[src/rtl/ple_pkg.sv]
// shared types and codes for the positional list engine
`timescale 1ns / 1ps

package ple_pkg;

  typedef enum logic [2:0] {
    MODE_INSERT = 3'd0,
    MODE_DELETE = 3'd1,
    MODE_GET    = 3'd2,
    MODE_LOCATE = 3'd3,
    MODE_CLEAR  = 3'd4
  } mode_e;

  typedef enum logic [1:0] {
    STAT_OK    = 2'd0,
    STAT_RANGE = 2'd1,
    STAT_FULL  = 2'd2
  } status_e;

  typedef enum logic [3:0] {
    ST_IDLE,
    ST_INS_SHIFT,
    ST_INS_DRAIN,
    ST_INS_PUT,
    ST_DEL_FETCH,
    ST_DEL_ELEM,
    ST_DEL_SHIFT,
    ST_GET_READ,
    ST_GET_CAP,
    ST_LOC_SCAN,
    ST_FINISH
  } state_e;

  typedef enum logic [2:0] {
    PTR_HOLD,
    PTR_INS,
    PTR_POS,
    PTR_ZERO,
    PTR_INC,
    PTR_DEC
  } ptr_op_e;

  typedef enum logic [1:0] {
    SH_NONE,
    SH_UP,
    SH_DOWN
  } shift_e;

  typedef enum logic [1:0] {
    CNT_HOLD,
    CNT_INC,
    CNT_DEC,
    CNT_ZERO
  } cnt_op_e;

  typedef struct packed {
    logic [2:0] mode;
    logic [6:0] position;
    logic [7:0] value;
  } in_word_t;

  typedef struct packed {
    logic [1:0] status;
    logic [7:0] element;
    logic [6:0] found_position;
    logic [6:0] count;
    logic       is_empty;
  } out_word_t;

  typedef struct packed {
    logic    req_load;
    status_e status_code;
    ptr_op_e ptr_op;
    logic    rd_en;
    shift_e  shift;
    logic    put_val;
    logic    cap_elem;
    logic    cap_found;
    cnt_op_e cnt_op;
    logic    out_load;
  } cmd_t;

  typedef struct packed {
    logic pos_ok_ins;
    logic pos_ok_acc;
    logic full;
    logic ins_more;
    logic ins_last;
    logic more;
    logic match;
    logic rd_vld;
    logic out_free;
  } stat_t;

endpackage

[src/rtl/ple_datapath.sv]
// element memory, pointers, count and result register of the list engine
`timescale 1ns / 1ps

module ple_datapath #(
  parameter int CAPACITY = 64
) (
  input  logic              clk_i,
  input  logic              rst_ni,
  input  ple_pkg::in_word_t in_word_i,
  input  ple_pkg::cmd_t     cmd_i,
  output ple_pkg::stat_t    stat_o,
  output logic              out_valid_o,
  input  logic              out_stall_i,
  output ple_pkg::out_word_t out_word_o
);
  import ple_pkg::*;

  localparam int AW = (CAPACITY > 1) ? $clog2(CAPACITY) : 1;
  localparam int CW = $clog2(CAPACITY + 1);
  localparam int XW = ((CW > 7) ? CW : 7) + 1;

  logic [7:0]    mem_q [CAPACITY];
  logic [7:0]    rdata_q;
  logic [CW-1:0] count_q, count_d;
  logic [CW-1:0] ptr_q, ptr_d;
  logic [AW-1:0] rd_idx_q;
  logic          rd_vld_q;
  logic          pend_q;
  logic [AW-1:0] pend_addr_q;
  logic [6:0]    pos_q;
  logic [7:0]    val_q;
  status_e       res_status_q;
  logic [7:0]    res_elem_q;
  logic [6:0]    res_found_q;
  logic          out_valid_q;
  out_word_t     out_word_q;

  logic [AW-1:0] rd_addr;
  logic          wr_en;
  logic [AW-1:0] wr_addr;
  logic [7:0]    wr_data;
  logic [XW-1:0] in_pos_x, pos_x_q, cnt_x, ptr_x;
  logic [CW-1:0] found_n;
  logic [CW+6:0] found_wide, count_wide;

  assign rd_addr  = ptr_q[AW-1:0];
  assign in_pos_x = XW'(in_word_i.position);
  assign pos_x_q  = XW'(pos_q);
  assign cnt_x    = XW'(count_q);
  assign ptr_x    = XW'(ptr_q);

  // status toward the controller
  always_comb begin
    stat_o.pos_ok_ins = (in_pos_x != '0) && (in_pos_x <= cnt_x + XW'(1));
    stat_o.pos_ok_acc = (in_pos_x != '0) && (in_pos_x <= cnt_x);
    stat_o.full       = (count_q == CW'(CAPACITY));
    stat_o.ins_more   = (in_pos_x <= cnt_x);
    stat_o.ins_last   = ((ptr_x + XW'(1)) == pos_x_q);
    stat_o.more       = (ptr_q < count_q);
    stat_o.match      = rd_vld_q && (rdata_q == val_q);
    stat_o.rd_vld     = rd_vld_q;
    stat_o.out_free   = !out_valid_q || !out_stall_i;
  end

  // write port: pending shift write first, then the inserted word
  always_comb begin
    wr_en   = 1'b0;
    wr_addr = pend_addr_q;
    wr_data = rdata_q;
    if (pend_q) begin
      wr_en = 1'b1;
    end else if (cmd_i.put_val) begin
      wr_en   = 1'b1;
      wr_addr = AW'(pos_x_q - XW'(1));
      wr_data = val_q;
    end
  end

  always_ff @(posedge clk_i) begin
    if (wr_en) begin
      mem_q[wr_addr] <= wr_data;
    end
    if (cmd_i.rd_en) begin
      rdata_q <= mem_q[rd_addr];
    end
  end

  always_comb begin
    ptr_d = ptr_q;
    unique case (cmd_i.ptr_op)
      PTR_HOLD: ptr_d = ptr_q;
      PTR_INS:  ptr_d = count_q - CW'(1);
      PTR_POS:  ptr_d = CW'(in_pos_x - XW'(1));
      PTR_ZERO: ptr_d = '0;
      PTR_INC:  ptr_d = ptr_q + CW'(1);
      PTR_DEC:  ptr_d = ptr_q - CW'(1);
      default:  ptr_d = ptr_q;
    endcase
  end

  always_comb begin
    count_d = count_q;
    unique case (cmd_i.cnt_op)
      CNT_HOLD: count_d = count_q;
      CNT_INC:  count_d = count_q + CW'(1);
      CNT_DEC:  count_d = count_q - CW'(1);
      CNT_ZERO: count_d = '0;
      default:  count_d = count_q;
    endcase
  end

  always_ff @(posedge clk_i or negedge rst_ni) begin
    if (!rst_ni) begin
      count_q     <= '0;
      ptr_q       <= '0;
      rd_vld_q    <= 1'b0;
      pend_q      <= 1'b0;
      out_valid_q <= 1'b0;
    end else begin
      count_q  <= count_d;
      ptr_q    <= ptr_d;
      rd_vld_q <= cmd_i.rd_en;
      pend_q   <= cmd_i.rd_en && (cmd_i.shift != SH_NONE);
      if (cmd_i.out_load) begin
        out_valid_q <= 1'b1;
      end else if (!out_stall_i) begin
        out_valid_q <= 1'b0;
      end
    end
  end

  assign found_n    = CW'(rd_idx_q) + CW'(1);
  assign found_wide = {7'd0, found_n};
  assign count_wide = {7'd0, count_q};

  always_ff @(posedge clk_i) begin
    if (cmd_i.rd_en) begin
      rd_idx_q    <= rd_addr;
      pend_addr_q <= (cmd_i.shift == SH_UP) ? rd_addr + AW'(1) : rd_addr - AW'(1);
    end
    if (cmd_i.req_load) begin
      pos_q        <= in_word_i.position;
      val_q        <= in_word_i.value;
      res_status_q <= cmd_i.status_code;
      res_elem_q   <= '0;
      res_found_q  <= '0;
    end
    if (cmd_i.cap_elem) begin
      res_elem_q <= rdata_q;
    end
    if (cmd_i.cap_found) begin
      res_found_q <= found_wide[6:0];
    end
    if (cmd_i.out_load) begin
      out_word_q.status         <= res_status_q;
      out_word_q.element        <= res_elem_q;
      out_word_q.found_position <= res_found_q;
      out_word_q.count          <= count_wide[6:0];
      out_word_q.is_empty       <= (count_q == '0);
    end
  end

  assign out_valid_o = out_valid_q;
  assign out_word_o  = out_word_q;

  a_no_put_on_pending: assert property (@(posedge clk_i) disable iff (!rst_ni)
    pend_q |-> !cmd_i.put_val)
    else $error("inserted word collides with a pending shift write");

  a_no_rw_same_addr: assert property (@(posedge clk_i) disable iff (!rst_ni)
    (pend_q && cmd_i.rd_en) |-> (pend_addr_q != rd_addr))
    else $error("shift read and write hit the same entry");

  a_cap_after_read: assert property (@(posedge clk_i) disable iff (!rst_ni)
    cmd_i.cap_elem |-> rd_vld_q)
    else $error("element captured without a read in flight");

  a_load_when_free: assert property (@(posedge clk_i) disable iff (!rst_ni)
    cmd_i.out_load |-> (!out_valid_q || !out_stall_i))
    else $error("result register overwritten while a word waits");

endmodule

[src/rtl/ple_ctrl.sv]
// request sequencer of the positional list engine
`timescale 1ns / 1ps

module ple_ctrl (
  input  logic           clk_i,
  input  logic           rst_ni,
  input  logic           in_valid_i,
  input  logic [2:0]     in_mode_i,
  output logic           in_stall_o,
  input  ple_pkg::stat_t stat_i,
  output ple_pkg::cmd_t  cmd_o
);
  import ple_pkg::*;

  state_e state_q, state_d;

  always_ff @(posedge clk_i or negedge rst_ni) begin
    if (!rst_ni) begin
      state_q <= ST_IDLE;
    end else begin
      state_q <= state_d;
    end
  end

  // next state
  always_comb begin
    state_d = state_q;
    unique case (state_q)
      ST_IDLE: begin
        if (in_valid_i) begin
          unique case (in_mode_i)
            MODE_INSERT: begin
              if (!stat_i.pos_ok_ins || stat_i.full) state_d = ST_FINISH;
              else if (stat_i.ins_more)              state_d = ST_INS_SHIFT;
              else                                   state_d = ST_INS_PUT;
            end
            MODE_DELETE: state_d = stat_i.pos_ok_acc ? ST_DEL_FETCH : ST_FINISH;
            MODE_GET:    state_d = stat_i.pos_ok_acc ? ST_GET_READ : ST_FINISH;
            MODE_LOCATE: state_d = ST_LOC_SCAN;
            default:     state_d = ST_FINISH;
          endcase
        end
      end
      ST_INS_SHIFT: if (stat_i.ins_last) state_d = ST_INS_DRAIN;
      ST_INS_DRAIN: state_d = ST_INS_PUT;
      ST_INS_PUT:   state_d = ST_FINISH;
      ST_DEL_FETCH: state_d = ST_DEL_ELEM;
      ST_DEL_ELEM:  state_d = stat_i.more ? ST_DEL_SHIFT : ST_FINISH;
      ST_DEL_SHIFT: if (!stat_i.more) state_d = ST_FINISH;
      ST_GET_READ:  state_d = ST_GET_CAP;
      ST_GET_CAP:   state_d = ST_FINISH;
      ST_LOC_SCAN: begin
        if (stat_i.match) begin
          state_d = ST_FINISH;
        end else if (!stat_i.more && !stat_i.rd_vld) begin
          state_d = ST_FINISH;
        end
      end
      ST_FINISH:    if (stat_i.out_free) state_d = ST_IDLE;
      default:      state_d = ST_IDLE;
    endcase
  end

  // commands
  always_comb begin
    cmd_o             = '0;
    cmd_o.status_code = STAT_OK;
    cmd_o.ptr_op      = PTR_HOLD;
    cmd_o.shift       = SH_NONE;
    cmd_o.cnt_op      = CNT_HOLD;
    in_stall_o        = 1'b1;
    unique case (state_q)
      ST_IDLE: begin
        in_stall_o     = 1'b0;
        cmd_o.req_load = in_valid_i;
        if (in_valid_i) begin
          unique case (in_mode_i)
            MODE_INSERT: begin
              if (!stat_i.pos_ok_ins) cmd_o.status_code = STAT_RANGE;
              else if (stat_i.full)   cmd_o.status_code = STAT_FULL;
              else if (stat_i.ins_more) cmd_o.ptr_op = PTR_INS;
            end
            MODE_DELETE, MODE_GET: begin
              if (!stat_i.pos_ok_acc) cmd_o.status_code = STAT_RANGE;
              else                    cmd_o.ptr_op      = PTR_POS;
            end
            MODE_LOCATE: cmd_o.ptr_op = PTR_ZERO;
            MODE_CLEAR:  cmd_o.cnt_op = CNT_ZERO;
            default:     cmd_o.cnt_op = CNT_HOLD;
          endcase
        end
      end
      ST_INS_SHIFT: begin
        cmd_o.rd_en  = 1'b1;
        cmd_o.shift  = SH_UP;
        cmd_o.ptr_op = stat_i.ins_last ? PTR_HOLD : PTR_DEC;
      end
      ST_INS_DRAIN: cmd_o.ptr_op = PTR_HOLD;
      ST_INS_PUT: begin
        cmd_o.put_val = 1'b1;
        cmd_o.cnt_op  = CNT_INC;
      end
      ST_DEL_FETCH: begin
        cmd_o.rd_en  = 1'b1;
        cmd_o.ptr_op = PTR_INC;
      end
      ST_DEL_ELEM: begin
        cmd_o.cap_elem = 1'b1;
        if (stat_i.more) begin
          cmd_o.rd_en  = 1'b1;
          cmd_o.shift  = SH_DOWN;
          cmd_o.ptr_op = PTR_INC;
        end else begin
          cmd_o.cnt_op = CNT_DEC;
        end
      end
      ST_DEL_SHIFT: begin
        if (stat_i.more) begin
          cmd_o.rd_en  = 1'b1;
          cmd_o.shift  = SH_DOWN;
          cmd_o.ptr_op = PTR_INC;
        end else begin
          cmd_o.cnt_op = CNT_DEC;
        end
      end
      ST_GET_READ: cmd_o.rd_en = 1'b1;
      ST_GET_CAP:  cmd_o.cap_elem = 1'b1;
      ST_LOC_SCAN: begin
        if (stat_i.match) begin
          cmd_o.cap_found = 1'b1;
        end else if (stat_i.more) begin
          cmd_o.rd_en  = 1'b1;
          cmd_o.ptr_op = PTR_INC;
        end
      end
      ST_FINISH: cmd_o.out_load = stat_i.out_free;
      default:   cmd_o.out_load = 1'b0;
    endcase
  end

endmodule

[src/rtl/positional_list_engine.sv]
// top level of the positional list engine: sequencer plus element datapath
//
//   channel  direction  handshake                payload
//   in       input      in_valid_i / in_stall_o   in_word_i  (mode, position, value)
//   out      output     out_valid_o / out_stall_i out_word_o (status, element,
//                                                  found_position, count, is_empty)
//
// one request at a time, one memory word per cycle; with n stored words and position p
// an insert shifts words p to n up one place, a delete shifts words p + 1 to n down one
// place, and a locate scans from position 1 up to the first hit or the end of the list
// the result sits in an output register, so the next request is taken while it waits
// reset clears the sequencer, count, pointer and valid flags; the memory has no reset
// a stalled result holds only the finish step of the following request
`timescale 1ns / 1ps

module positional_list_engine #(
  parameter int CAPACITY = 64
) (
  input  logic               clk_i,
  input  logic               rst_ni,
  input  logic               in_valid_i,
  output logic               in_stall_o,
  input  ple_pkg::in_word_t  in_word_i,
  output logic               out_valid_o,
  input  logic               out_stall_i,
  output ple_pkg::out_word_t out_word_o
);
  import ple_pkg::*;

  cmd_t  cmd;
  stat_t stat;

  ple_ctrl u_ctrl (
    .clk_i      (clk_i),
    .rst_ni     (rst_ni),
    .in_valid_i (in_valid_i),
    .in_mode_i  (in_word_i.mode),
    .in_stall_o (in_stall_o),
    .stat_i     (stat),
    .cmd_o      (cmd)
  );

  ple_datapath #(
    .CAPACITY (CAPACITY)
  ) u_datapath (
    .clk_i       (clk_i),
    .rst_ni      (rst_ni),
    .in_word_i   (in_word_i),
    .cmd_i       (cmd),
    .stat_o      (stat),
    .out_valid_o (out_valid_o),
    .out_stall_i (out_stall_i),
    .out_word_o  (out_word_o)
  );

endmodule

[config.mk]
export PLATFORM = sky130hd
export DESIGN_NAME = positional_list_engine
export DESIGN_NICKNAME = d
export VERILOG_FILES = /design/src/rtl/ple_pkg.sv /design/src/rtl/ple_datapath.sv /design/src/rtl/ple_ctrl.sv /design/src/rtl/positional_list_engine.sv
export SDC_FILE = /design/constraint.sdc
export NUM_CORES = 1
export LEC_CHECK = 0
export ABC_AREA = 1
export BUFFER_PORTS_ARGS = -buffer_cell sky130_fd_sc_hd__clkbuf_2
export CAP_MARGIN = 10
export CELL_PAD_IN_SITES_DETAIL_PLACEMENT = 0
export CELL_PAD_IN_SITES_GLOBAL_PLACEMENT = 1
export CORE_MARGIN = 1.5
export CORE_UTILIZATION = 30
export DETAILED_ROUTE_END_ITERATION = 10
export PLACE_DENSITY = 0.6
export SLEW_MARGIN = 40
export SYNTH_ARGS = -nofsm -noshare
export SYNTH_HDL_FRONTEND = slang
export SYNTH_SLANG_ARGS = --single-unit
[constraint.sdc]
create_clock -name clk_i -period 13.76 [get_ports clk_i]
set_input_delay 2.752 -clock clk_i [delete_from_list [all_inputs] [get_ports clk_i]]
set_output_delay 2.752 -clock clk_i [all_outputs]
set_load 0.02 [all_outputs]
==> results.py <==
metrics = {
    "detailed_routing": {
        "vias_per_cell": 5.00,
        "drc": 0,
        "ant_nets": 0,
        "wl_um": 69900,
        "wl_per_cell_um": 21.4,
        "drt_iter0_drc": 1377,
        "drtPass1Iterations": 5,
        "vias": 16400,
    },
    "layout": {
        "final_cell_mix": "589 x edfxtp_1, 304 x nand2_1, 255 x a21oi_1",
        "final_common_cell": "edfxtp_1",
        "nets": 2131,
        "final_layout_size_suffix_gt1_share_pct": 12.0,
        "area_delta_synth_final_pct": 15.1,
        "fin_cells": 3270,
        "nFillCells": 8297,
    },
    "critical_path": {
        "end_kind": "register",
        "crit_top_cell": "nand2_1",
        "path_buf_inv": 4,
        "cp.arrival_ps": 5230,
        "critPathTopFamily": "buffers and inverters",
        "rr_worst_depth": 21,
        "cp_cell_sequence": "buf_4 > buf_4 > xor2_1 > nand2_1 > nor2_1 > nand2_1 > nor2_1 > nand3_2 > nand2_2 > inv_1 > ha_1 > inv_1 > o21ai_0 > nand2_1 > nand2_1 > a21oi_1 > xnor2_1 > nand2_1 > nand3_1 > nand2_1 > nand2_1",
        "worstSetupPathType": "reg2reg",
        "rr_endpoint": "u_datapath.ptr_q[5]$_DFFE_PN0P_",
        "reg2reg_from": "u_datapath.ptr_q[0]$_DFFE_PN0P_",
        "r2r_slack_ps": 9030,
        "path_max_fanout": 55,
        "critical_path_required_ps": 14260,
        "startpoint_type": "register",
        "max_stage_delay_ps": 710,
        "slowest_stage": "dfrtp_4",
    },
    "grt": {
        "antenna_found_initial": 1,
        "first_global_vias": 16100,
        "track_usage_pct": 16.0,
        "grt_start_max_net_pins": 73,
        "overflow": 0,
        "grt_pass1_wl_um": 104000,
    },
    "die": {
        "initial_core_util_pct": 30.2,
        "die_w_um": 295,
        "dieArea_um2": 87200,
        "coreArea_um2": 84900,
        "die_h_um": 295,
        "ios": 49,
        "rows": 107,
    },
    "power_and_ir_drop": {
        "power_density_nw_per_um2": 130,
        "peakVddDrop_mv": 0.0797,
        "p_leak_nw": 8.91,
    },
    "timing": {
        "fmax_mhz": 211,
        "drv_slew": 0,
        "fin_crit_sh_pct": 34.4,
        "rsz0062_at_grt": "false",
        "period_minus_slack_ps": 4730,
        "setup_violations": 0,
        "finalHoldViolCount": 0,
        "setup_tns_ps": 0,
        "worst_slew_pin_slew_ps": 889,
        "slew_headroom_pct": 40.6,
        "clock_skew_ps": 20.2,
    },
    "clock_network": {
        "h-tree-depth": 3,
        "cts_resized": 0,
        "cts.clk_slew.worst_paths_ps": 60,
        "cts_buffer_depth": 3,
        "cts_tree": "done",
        "cts_made_buffers": 69,
        "cts.sinks": 610,
        "root_buffer": "clkbuf_16",
        "clk_latency_ps": 620,
        "cts_setup_buffers": 0,
        "cts_hold_buf": 0,
    },
    "synth": {
        "avgSynthCellArea_um2": 12.6,
        "ys_seq_elements": 610,
        "synth-adder-area-share_pct": 1.96,
        "syn_inst": 2027,
        "synth.distinct_cells": 44,
        "muxShareOfSynthArea_pct": 0,
        "async_flop_share_pct": 3.44,
        "synth_edf_count": 589,
        "synthSimpleGateAreaFrac_pct": 10.8,
        "synth_compound_area_share_pct": 12.0,
        "yosysSeqAreaShare_pct": 71.0,
        "synth_warnings": 0,
        "synth_top_family_by_area": "compound AO/OA/AOI/OAI gates",
        "synth_flop_cell": "edfxtp_1",
        "synthXorXnorAreaFrac_pct": 1.03,
        "synth.cell_area_um2": 25600,
        "syn-num-nets": 2088,
    },
    "placement": {
        "io_buffers": 48,
        "dp_hpwl_um": 41700,
        "gp_congestion": 0.852,
        "placed_cells": 3141,
    },
    "worst_hold_path": {
        "hp-start": "u_datapath.res_found_q[6]$_SDFFCE_PN0P_",
        "worstHoldPathType": "reg2reg",
        "hold_depth": 0,
        "holdPathEnd": "u_datapath.out_word_o[14]$_DFFE_PP_",
    },
    "flow_run": {
        "cap_viol_max_count": 0,
    },
    "run_status": {
        "outcome": "finished clean",
    },
}
-- cell type report --
cell class | count | area (um2) | share of cell area [%]
Sequential cell | 610 | 18200 | 61.8
Multi-Input combinational cell | 1214 | 6750 | 22.9
Clock buffer | 89 | 1830 | 6.21
Tap cell | 1144 | 1430 | 4.85
Timing Repair Buffer | 75 | 488 | 1.65
Clock inverter | 37 | 395 | 1.34
Inverter | 100 | 382 | 1.29
Antenna cell | 1 | 2.50 | 0.00848
-- cells in the mapped netlist (2+ instances only) --
library cell	number	area share, %
o21ai_2	5	0.17
a31oi_1	4	0.098
buf_4	3	0.088
nor4_1	2	0.049
nand3_2	3	0.12
or2_2	2	0.049
a21oi_2	2	0.068
nand3_1	98	1.9
o221ai_1	105	3.6
inv_2	17	0.25
ha_1	37	1.8
inv_1	82	1.2
nor2_2	5	0.12
edfxtp_1	589	69
dfrtp_1	21	2.1
clkbuf_1	73	1.1
o21ai_0	109	2.1
o21ai_1	4	0.078
buf_6	2	0.088
nand2_2	12	0.29
nor3_1	10	0.20
a211oi_1	24	0.70
buf_1	6	0.088
buf_2	19	0.37
nand2_1	306	4.5
xor2_1	24	0.82
nand4_1	23	0.56
nor2_8	3	0.23
fa_1	2	0.16
o211ai_1	3	0.088
a21oi_1	256	5.0
nor2_4	6	0.26
nor2_1	154	2.3
xnor2_1	6	0.21
-- metrics by stage --
step	utilization (%)	setup WS, ps	power, W	hold WS (ps)	instance area, um2
5_1_grt	34.8	8670	0.00394	416	29500
3_3_place_gp	32.0	9010	0.00206	404	27200
2_1_floorplan	-	9320	0.00205	400	25600
3_5_place_dp	32.1	8960	0.00206	405	27200
4_1_cts	34.7	9050	0.00388	413	29400
6_report	34.8	9030	0.00384	410	29500
-- cells by family (layout without fill, tap and decap cells) --
logic type / after synthesis / in the layout
AO/OA/AOI/OAI: 515 / 515
XOR/XNOR: 30 / 30
adder cells (fa/ha/maj): 39 / 39
buffers and inverters: 203 / 301
flip-flops: 610 / 610
other: 0 / 1
AND/OR/NAND/NOR: 630 / 630
-- metal layers --
layer	global-route usage, %	up-vias	part of all wire (%)
met5	0	-	0
met4	5.58	0	3.0
met3	2.64	120	5.3
met2	25.6	477	47
met1	21.9	8118	45
li1	-	7644	-
-- worst max-delay path by stage --
stage / startpoint / end / cells past startpoint
2_1_floorplan: out_stall_i / u_datapath.out_word_o[0]$_DFFE_PP_ / 1
3_3_place_gp: in_word_i[12] / u_datapath.ptr_q[4]$_DFFE_PN0P_ / 17
3_5_place_dp: in_valid_i / u_datapath.count_q[4]$_DFFE_PN0P_ / 10
4_1_cts: u_datapath.ptr_q[0]$_DFFE_PN0P_ / u_datapath.ptr_q[5]$_DFFE_PN0P_ / 21
5_1_grt: u_datapath.ptr_q[0]$_DFFE_PN0P_ / u_datapath.ptr_q[5]$_DFFE_PN0P_ / 21
6_report: u_datapath.ptr_q[0]$_DFFE_PN0P_ / u_datapath.ptr_q[5]$_DFFE_PN0P_ / 21
-- power by group --
group / switching, W / internal (W)
clock: 0.000756 / 0.00107
sequential: 0.000000151 / 0.00201
combinational: 0.0000115 / 0.00000559
-- flip-flops by register name, summed over array words and instances (netlist names) --
name and count:
u_ctrl.state_q 4, u_datapath.count_q 7, u_datapath.mem_q 512, u_datapath.out_valid_o 1, u_datapath.out_word_o 25, u_datapath.pend_addr_q 6
u_datapath.pend_q 1, u_datapath.pos_q 7, u_datapath.ptr_q 7, u_datapath.rd_idx_q 6, u_datapath.rd_vld_q 1, u_datapath.rdata_q 8
u_datapath.res_elem_q 8, u_datapath.res_found_q 7, u_datapath.res_status_q 2, u_datapath.val_q 8
Power figures use the tool's default switching activity.
